**config.mk**
```make
export PLATFORM = sky130hd
export DESIGN_NAME = motion_orientation_classifier_top
export DESIGN_NICKNAME = d
export VERILOG_FILES = /design/src/sv/moc_pkg.sv /design/src/sv/motion_orientation_classifier_top.sv /design/src/sv/moc_cfg_regs.sv /design/src/sv/moc_face_classify.sv /design/src/sv/moc_square_stage.sv /design/src/sv/moc_motion_track.sv
export VERILOG_INCLUDE_DIRS = /design/src /design/src/sv
export SDC_FILE = /design/constraint.sdc
export NUM_CORES = 2
export LEC_CHECK = 0
export ABC_AREA = 0
export BUFFER_PORTS_ARGS = -buffer_cell sky130_fd_sc_hd__buf_2
export CAP_MARGIN = 25
export CORE_UTILIZATION = 50
export CTS_CLUSTER_DIAMETER = 50
export DETAILED_ROUTE_END_ITERATION = 7
export GPL_TIMING_DRIVEN = 0
export PLACE_DENSITY = 0.63
export SKIP_LAST_GASP = 1
export SYNTH_ARGS = -nofsm -noshare
export SYNTH_HDL_FRONTEND = slang
export SYNTH_SLANG_ARGS = --single-unit
```
**constraint.sdc**
```tcl
create_clock -name clk -period 10.6 [get_ports clk]
set_input_delay 0 -clock clk [delete_from_list [all_inputs] [get_ports clk]]
set_output_delay 0 -clock clk [all_outputs]
set_load 0.005 [all_outputs]
```
**src/sv/motion_orientation_classifier_top_defines.svh**
```systemverilog
// Assertion macros shared by the classifier RTL.
// Included by moc_motion_track and motion_orientation_classifier_top.
`ifndef MOTION_ORIENTATION_CLASSIFIER_TOP_DEFINES_SVH
`define MOTION_ORIENTATION_CLASSIFIER_TOP_DEFINES_SVH

`ifndef NO_ASSERTIONS

`define MOC_ASSERT_IMP(name, clk, rst_n, ante, cons) \
    name: assert property (@(posedge clk) disable iff (!rst_n) (ante) |-> (cons)) \
        else $error("classifier check failed");

`define MOC_ASSERT_NXT(name, clk, rst_n, ante, cons) \
    name: assert property (@(posedge clk) disable iff (!rst_n) (ante) |=> (cons)) \
        else $error("classifier check failed");

`else

`define MOC_ASSERT_IMP(name, clk, rst_n, ante, cons)

`define MOC_ASSERT_NXT(name, clk, rst_n, ante, cons)

`endif

`endif

```
**src/sv/moc_pkg.sv**
```systemverilog
// Types, codes and helpers for the motion and orientation classifier.
// No dependencies; used by every module of the block.
package moc_pkg;

    localparam int CFG_IDX_W = 3;
    localparam int CFG_DATA_W = 16;

    localparam logic [CFG_IDX_W-1:0] CFG_MOTION_THR    = 3'd0;
    localparam logic [CFG_IDX_W-1:0] CFG_STABLE_THR    = 3'd1;
    localparam logic [CFG_IDX_W-1:0] CFG_STABLE_CNT    = 3'd2;
    localparam logic [CFG_IDX_W-1:0] CFG_FLAT_GRAV_MIN = 3'd3;
    localparam logic [CFG_IDX_W-1:0] CFG_FLAT_GRAV_MAX = 3'd4;
    localparam logic [CFG_IDX_W-1:0] CFG_FLAT_OTHER    = 3'd5;

    localparam logic [2:0] FACE_Z_UP   = 3'd0;
    localparam logic [2:0] FACE_Z_DOWN = 3'd1;
    localparam logic [2:0] FACE_X_UP   = 3'd2;
    localparam logic [2:0] FACE_X_DOWN = 3'd3;
    localparam logic [2:0] FACE_Y_UP   = 3'd4;
    localparam logic [2:0] FACE_Y_DOWN = 3'd5;
    localparam logic [2:0] FACE_TILTED = 3'd6;

    localparam logic [15:0] COUNT_MAX = 16'hFFFF;

    typedef struct packed {
        logic signed [15:0] rate_x;
        logic signed [15:0] rate_y;
        logic signed [15:0] rate_z;
        logic signed [15:0] grav_x;
        logic signed [15:0] grav_y;
        logic signed [15:0] grav_z;
    } in_t;

    typedef struct packed {
        logic       is_moving;
        logic       is_stable;
        logic [2:0] face;
        logic       flat_on_table;
    } out_t;

    typedef struct packed {
        logic [31:0] motion_sq;
        logic [31:0] stable_sq;
        logic [9:0]  count_req;
        logic [15:0] grav_min;
        logic [15:0] grav_max;
        logic [15:0] other_max;
    } cfg_t;

    typedef struct packed {
        logic [30:0] rx_sq;
        logic [30:0] ry_sq;
        logic [30:0] rz_sq;
        logic [2:0]  face;
    } sq_t;

    function automatic logic [16:0] mag16(input logic [15:0] v);
        logic [16:0] m;
        m = v[15] ? (17'h10000 - {1'b0, v}) : {1'b0, v};
        return m;
    endfunction

endpackage

```
**src/sv/motion_orientation_classifier_top.sv**
```systemverilog
// Top level of the motion and orientation classifier: handshake and pipeline.
// Depends on moc_pkg, moc_cfg_regs, moc_square_stage, moc_motion_track.
//
//  channel | signals                       | accepted when
//  --------+-------------------------------+---------------------------
//  input   | in_valid, in_stall, in_data   | in_valid && !in_stall
//  output  | out_valid, out_stall, out_data| out_valid && !out_stall
//  config  | cfg_we, cfg_idx, cfg_data     | cfg_we
//
// Three register stages: input, squares and face, state and result.
// One transaction per cycle while out_stall is low; out_valid rises once the item has passed
// the input, squares and face, and result registers. Reset clears the stage valid bits, the
// motion flag and the still counter, and loads the register defaults.
// out_stall holds the result stage; upstream stages fill bubbles, then stall.
`include "motion_orientation_classifier_top_defines.svh"

module motion_orientation_classifier_top (
    input  logic                           clk,
    input  logic                           rst_n,
    input  logic                           in_valid,
    output logic                           in_stall,
    input  moc_pkg::in_t                   in_data,
    output logic                           out_valid,
    input  logic                           out_stall,
    output moc_pkg::out_t                  out_data,
    input  logic                           cfg_we,
    input  logic [moc_pkg::CFG_IDX_W-1:0]  cfg_idx,
    input  logic [moc_pkg::CFG_DATA_W-1:0] cfg_data
);
    import moc_pkg::*;

    cfg_t cfg;
    in_t  in_reg;
    sq_t  sq;
    logic v1_reg;
    logic v1_next;
    logic v2_reg;
    logic v2_next;
    logic v3_reg;
    logic v3_next;
    logic ready1;
    logic ready2;
    logic ready3;

    assign ready3 = !v3_reg || !out_stall;
    assign ready2 = !v2_reg || ready3;
    assign ready1 = !v1_reg || ready2;
    assign in_stall = !ready1;

    assign v1_next = ready1 ? in_valid : v1_reg;
    assign v2_next = ready2 ? v1_reg : v2_reg;
    assign v3_next = ready3 ? v2_reg : v3_reg;

    always_ff @(posedge clk or negedge rst_n)
    begin
        if (!rst_n)
        begin
            v1_reg <= 1'b0;
            v2_reg <= 1'b0;
            v3_reg <= 1'b0;
        end
        else
        begin
            v1_reg <= v1_next;
            v2_reg <= v2_next;
            v3_reg <= v3_next;
        end
    end

    always_ff @(posedge clk)
    begin
        if (ready1 && in_valid)
        begin
            in_reg <= in_data;
        end
    end

    moc_cfg_regs u_cfg (
        .clk      (clk),
        .rst_n    (rst_n),
        .cfg_we   (cfg_we),
        .cfg_idx  (cfg_idx),
        .cfg_data (cfg_data),
        .cfg      (cfg)
    );

    moc_square_stage u_square (
        .clk     (clk),
        .load    (ready2 && v1_reg),
        .in_item (in_reg),
        .cfg     (cfg),
        .sq      (sq)
    );

    moc_motion_track u_motion (
        .clk   (clk),
        .rst_n (rst_n),
        .load  (ready3 && v2_reg),
        .sq    (sq),
        .cfg   (cfg),
        .res   (out_data)
    );

    assign out_valid = v3_reg;

    `MOC_ASSERT_IMP(a_moving_not_stable, clk, rst_n, out_valid && out_data.is_moving, !out_data.is_stable)
    `MOC_ASSERT_IMP(a_flat_matches_face, clk, rst_n, out_valid, out_data.flat_on_table == (out_data.face != FACE_TILTED))
    `MOC_ASSERT_NXT(a_full_pipe_stalls, clk, rst_n, v1_reg && v2_reg && v3_reg && out_stall, v1_reg && v2_reg && v3_reg)

endmodule

```
**src/sv/moc_cfg_regs.sv**
```systemverilog
// Configuration register file; the motion and stable thresholds are stored squared.
// Depends on moc_pkg.
module moc_cfg_regs (
    input  logic                              clk,
    input  logic                              rst_n,
    input  logic                              cfg_we,
    input  logic [moc_pkg::CFG_IDX_W-1:0]     cfg_idx,
    input  logic [moc_pkg::CFG_DATA_W-1:0]    cfg_data,
    output moc_pkg::cfg_t                     cfg
);
    import moc_pkg::*;

    cfg_t        cfg_reg;
    cfg_t        cfg_next;
    logic [31:0] data_sq;

    assign data_sq = {16'd0, cfg_data} * {16'd0, cfg_data};

    always_comb
    begin
        cfg_next = cfg_reg;
        if (cfg_we)
        begin
            case (cfg_idx)
                CFG_MOTION_THR:    cfg_next.motion_sq = data_sq;
                CFG_STABLE_THR:    cfg_next.stable_sq = data_sq;
                CFG_STABLE_CNT:    cfg_next.count_req = cfg_data[9:0];
                CFG_FLAT_GRAV_MIN: cfg_next.grav_min  = cfg_data;
                CFG_FLAT_GRAV_MAX: cfg_next.grav_max  = cfg_data;
                CFG_FLAT_OTHER:    cfg_next.other_max = cfg_data;
                default:           cfg_next = cfg_reg;
            endcase
        end
    end

    always_ff @(posedge clk or negedge rst_n)
    begin
        if (!rst_n)
        begin
            cfg_reg.motion_sq <= 32'd64;
            cfg_reg.stable_sq <= 32'd4;
            cfg_reg.count_req <= 10'd10;
            cfg_reg.grav_min  <= 16'd920;
            cfg_reg.grav_max  <= 16'd1050;
            cfg_reg.other_max <= 16'd350;
        end
        else
        begin
            cfg_reg <= cfg_next;
        end
    end

    assign cfg = cfg_reg;

endmodule

```
**src/sv/moc_face_classify.sv**
```systemverilog
// Six-face orientation decode from gravity, priority Z, X, Y; tilted when no face matches.
// Depends on moc_pkg.
module moc_face_classify (
    input  logic signed [15:0] grav_x,
    input  logic signed [15:0] grav_y,
    input  logic signed [15:0] grav_z,
    input  moc_pkg::cfg_t      cfg,
    output logic [2:0]         face
);
    import moc_pkg::*;

    logic [16:0] gx;
    logic [16:0] gy;
    logic [16:0] gz;
    logic        al_x;
    logic        al_y;
    logic        al_z;
    logic        sm_x;
    logic        sm_y;
    logic        sm_z;

    assign gx = mag16(grav_x);
    assign gy = mag16(grav_y);
    assign gz = mag16(grav_z);

    assign al_x = (gx > {1'b0, cfg.grav_min}) && (gx < {1'b0, cfg.grav_max});
    assign al_y = (gy > {1'b0, cfg.grav_min}) && (gy < {1'b0, cfg.grav_max});
    assign al_z = (gz > {1'b0, cfg.grav_min}) && (gz < {1'b0, cfg.grav_max});
    assign sm_x = gx < {1'b0, cfg.other_max};
    assign sm_y = gy < {1'b0, cfg.other_max};
    assign sm_z = gz < {1'b0, cfg.other_max};

    always_comb
    begin
        if (al_z && sm_x && sm_y)
            face = grav_z[15] ? FACE_Z_UP : FACE_Z_DOWN;
        else if (al_x && sm_y && sm_z)
            face = grav_x[15] ? FACE_X_UP : FACE_X_DOWN;
        else if (al_y && sm_x && sm_z)
            face = grav_y[15] ? FACE_Y_UP : FACE_Y_DOWN;
        else
            face = FACE_TILTED;
    end

endmodule

```
**src/sv/moc_square_stage.sv**
```systemverilog
// Middle pipeline stage: squared gyro rates and face code, registered.
// Depends on moc_pkg and moc_face_classify.
module moc_square_stage (
    input  logic          clk,
    input  logic          load,
    input  moc_pkg::in_t  in_item,
    input  moc_pkg::cfg_t cfg,
    output moc_pkg::sq_t  sq
);
    import moc_pkg::*;

    sq_t         sq_reg;
    sq_t         sq_next;
    logic [16:0] mx;
    logic [16:0] my;
    logic [16:0] mz;
    logic [33:0] prod_x;
    logic [33:0] prod_y;
    logic [33:0] prod_z;
    logic [2:0]  face;

    assign mx = mag16(in_item.rate_x);
    assign my = mag16(in_item.rate_y);
    assign mz = mag16(in_item.rate_z);

    assign prod_x = {17'b0, mx} * {17'b0, mx};
    assign prod_y = {17'b0, my} * {17'b0, my};
    assign prod_z = {17'b0, mz} * {17'b0, mz};

    moc_face_classify u_face (
        .grav_x (in_item.grav_x),
        .grav_y (in_item.grav_y),
        .grav_z (in_item.grav_z),
        .cfg    (cfg),
        .face   (face)
    );

    always_comb
    begin
        sq_next.rx_sq = prod_x[30:0];
        sq_next.ry_sq = prod_y[30:0];
        sq_next.rz_sq = prod_z[30:0];
        sq_next.face  = face;
    end

    always_ff @(posedge clk)
    begin
        if (load)
        begin
            sq_reg <= sq_next;
        end
    end

    assign sq = sq_reg;

endmodule

```
**src/sv/moc_motion_track.sv**
```systemverilog
// Final stage: motion hysteresis state and the registered result.
// Depends on moc_pkg and the assertion macro header.
`include "motion_orientation_classifier_top_defines.svh"

module moc_motion_track (
    input  logic          clk,
    input  logic          rst_n,
    input  logic          load,
    input  moc_pkg::sq_t  sq,
    input  moc_pkg::cfg_t cfg,
    output moc_pkg::out_t res
);
    import moc_pkg::*;

    logic        moving_reg;
    logic        moving_next;
    logic [15:0] count_reg;
    logic [15:0] count_next;
    logic [15:0] count_inc;
    logic [31:0] sum_sq;
    logic        over;
    logic        under;
    out_t        res_reg;
    out_t        res_next;

    assign sum_sq = {1'b0, sq.rx_sq} + {1'b0, sq.ry_sq} + {1'b0, sq.rz_sq};
    assign over   = sum_sq > cfg.motion_sq;
    assign under  = sum_sq < cfg.stable_sq;
    assign count_inc = (count_reg != COUNT_MAX) ? (count_reg + 16'd1) : count_reg;

    always_comb
    begin
        moving_next = moving_reg;
        count_next  = count_reg;
        if (over)
        begin
            moving_next = 1'b1;
            count_next  = 16'd0;
        end
        else if (under)
        begin
            count_next = count_inc;
            if (count_inc >= {6'd0, cfg.count_req})
                moving_next = 1'b0;
        end
        else if (count_reg != 16'd0)
        begin
            count_next = count_reg - 16'd1;
        end
        res_next.is_moving     = moving_next;
        res_next.is_stable     = !moving_next && (count_next >= {6'd0, cfg.count_req});
        res_next.face          = sq.face;
        res_next.flat_on_table = (sq.face != FACE_TILTED);
    end

    always_ff @(posedge clk or negedge rst_n)
    begin
        if (!rst_n)
        begin
            moving_reg <= 1'b0;
            count_reg  <= 16'd0;
        end
        else if (load)
        begin
            moving_reg <= moving_next;
            count_reg  <= count_next;
        end
    end

    always_ff @(posedge clk)
    begin
        if (load)
        begin
            res_reg <= res_next;
        end
    end

    assign res = res_reg;

    `MOC_ASSERT_NXT(a_motion_clears, clk, rst_n, load && over, moving_reg && (count_reg == 16'd0))
    `MOC_ASSERT_NXT(a_decay_by_one, clk, rst_n, load && !over && !under && (count_reg != 16'd0), count_reg == ($past(count_reg) - 16'd1))
    `MOC_ASSERT_NXT(a_state_in_result, clk, rst_n, load, res_reg.is_moving == moving_reg)

endmodule
```
==> flow_summary.yaml <==
global_routing:
  grt.total_usage_pct: 24.8
  antenna_found_initial: 2
  grt_max_degree: 87
  grt_pass1_wl_mm: 201
  grt-ovfl-total: 0
  grt_pass1_vias: 38677
cts:
  cts.path.max_buffers: 3
  cts_buffers: 52
  cts.sinks: 335
  cts_max_level: 2
  clkSlewWorstSetupHoldPaths_ps: 60
  cts_tree: "yes"
  clock-root-buffer: "clkbuf_16"
  cts_setup_buffers: 0
  clkLatencyLatePin_ps: 660
die:
  std_cell_rows: 116
  coreArea_um2: 100000
  start_util_pct: 50.4
  io_pins: 128
  die_h_um: 320
  die_w_um: 320
  dieArea_um2: 102000
routing:
  drt_pre_antenna_iters: 7
  wl_per_cell_um: 17.3
  viasPerCell: 5.17
  post-route-drc-count: 0
  totalWireLength_mm: 122
  drt_iter0_markers: 1814
  ant_nets: 0
  vias: 36363
sta:
  setup_viol: 0
  grt_setup_unrepaired: "false"
  hold_viol_final: 0
  max_slew_margin_pct: 23.7
  finClkSkew_ps: 47.0
  period_minus_slack_ps: 9450
  fin_crit_sh_pct: 89.2
  fmax_ghz: 0.106
  slew_viol_final: 0
  fin_tns_setup_ps: 0
  worstMarginPinSlew_ps: 1130
  timing.final.ws_setup_ps: 1150
logic_synthesis:
  yosysTopAreaCell: "fa_1"
  synthTopCellsByArea: "fa_1 31%, ha_1 16%, edfxtp_1 12%, inv_1 9.0%, dfrtp_1 6.0%"
  ys_ff_latch: 335
  synthArstFlopShare_pct: 41.8
  ys_types: 88
  synth_top_cell_area_share_pct: 30.7
  synthCells: 5272
  yosys_most_used_dff: "edfxtp_1"
  seq_area_frac_synth_pct: 18.6
  synth_edf_count: 195
  yosysWarnings: 0
  syn-mean-instance-area_um2: 9.58
  synth_area_um2: 50500
cells_and_area:
  layout.cells.most_common_list: "1210 x inv_1, 774 x fa_1, 626 x ha_1"
  final_layout_size_suffix_gt1_share_pct: 5.60
  utilization_pct: 56.3
  nets: 7207
  largest_register_ffs: 120
  final_cells: 7029
  final_common_cell: "inv_1"
  synthToLayoutAreaGrowth_pct: 11.7
place:
  pre_cts_slack_ps: 977
  dp_hpwl_mm: 101
  dp_cells: 6809
  gp_congestion: 0.903
  portBuffers: 127
min_path:
  min_from: "cfg_data[5]"
  hp-class: "primary input to register"
  holdPathStages: 4
  min_to: "u_cfg.cfg[21]"
setup_path:
  reg2reg_to: "u_square.sq[92]"
  crit_path_top_delay_cell: "xnor2_1"
  slowest_delay_ps: 790
  cpLargestDelayFamily: "adder cells"
  cp_common_cell: "inv_1"
  path_buf_inv: 7
  r2r-start: "in_reg[83]"
  ff2ff_path_depth: 30
  reg2reg_slack_ps: 1150
  crit_path_end_kind: "register"
  crit_type: "register to register"
  critical_path.startpoint_type: "register"
  worstPathRequired_ps: 10980
  critPathMaxFanout: 9
  arrival_ps: 9830
run_status:
  status: "complete, no violations"
run:
  drv_cap: 0
==> cells in the mapped netlist, types with 38 or more instances <==
| master | count |
|---|---|
| nand2b_1 | 59 |
| a21o_1 | 118 |
| xnor2_1 | 191 |
| dfrtp_1 | 121 |
| o21ai_0 | 213 |
| clkbuf_1 | 93 |
| ha_1 | 626 |
| edfxtp_1 | 195 |
| xor2_1 | 68 |
| inv_1 | 1210 |
| a21oi_1 | 148 |
| nor3_1 | 38 |
| nand2_1 | 480 |
| and2_1 | 65 |
| nor2_1 | 313 |
| nand3_1 | 57 |
| fa_1 | 774 |
==> stage by stage <==
stage               cell area [µm²]  hold slack [ps]
floorplan                     50900             -296
global placement              53100              176
detailed placement            53300             24.8
CTS                           56400             1.46
global route                  56400             10.6
finish                        56400             43.1
==> tightest hold or removal path, cell delays in order <==
cell,delay [ps]
buf_2,110
clkbuf_1,330
nand2_1,130
o21ai_0,80
==> repair_timing <==
action / 4_1_cts / 5_1_grt
resized for setup: 0 / 0
hold buffers: 120 / 0
endpoints found under the hold margin: 274 / 0
==> area by class of cell <==
| type | count | area (µm²) |
|---|---|---|
| clock buffer | 62 | 1440 |
| sequential | 335 | 9380 |
| clock inverter | 35 | 428 |
| inverter | 1237 | 4640 |
| fill | 8947 | 43800 |
| antenna | 1 | 2.50 |
| tap | 1298 | 1620 |
| buffer | 98 | 378 |
| timing repair buffer | 258 | 2000 |
| multi-input combinational | 3705 | 36500 |
==> routing by layer <==
layer | GRT usage (%) | vias to the layer above | part of all wire, %
met5 | 0 | - | 0
met3 | 2.46 | 197 | 3.9
met4 | 7.50 | 0 | 3.2
met2 | 44.0 | 708 | 50
li1 | - | 17471 | -
met1 | 31.9 | 17987 | 43
==> kinds of logic (layout without fill, tap and decap cells) <==
logic type,count (synthesis),after routing,share of synthesized area [%]
compound gates,705,705,8.97
buf+inv,1335,1690,9.94
other cells,2,106,0.0149
xor+xnor,262,262,4.59
fa+ha+maj,1400,1400,46.2
flops,335,335,18.6
mux,39,39,0.827
simple gates,1194,1194,10.9
==> worst max path at each step <==
| stage | startpoint | to | slack, ps | cells past startpoint |
|---|---|---|---|---|
| 2_1_floorplan | in_reg[83] | u_square.sq[92] | 2660 | 30 |
| 3_3_place_gp | in_reg[64] | u_square.sq[64] | 990 | 28 |
| 3_5_place_dp | in_reg[64] | u_square.sq[64] | 980 | 28 |
| 4_1_cts | in_reg[64] | u_square.sq[64] | 950 | 28 |
| 5_1_grt | in_reg[83] | u_square.sq[92] | 610 | 30 |
| 6_report | in_reg[83] | u_square.sq[92] | 1150 | 30 |
Power is not shown: default switching activity piles up to over one toggle a cycle in this logic, so the estimate is an artifact.
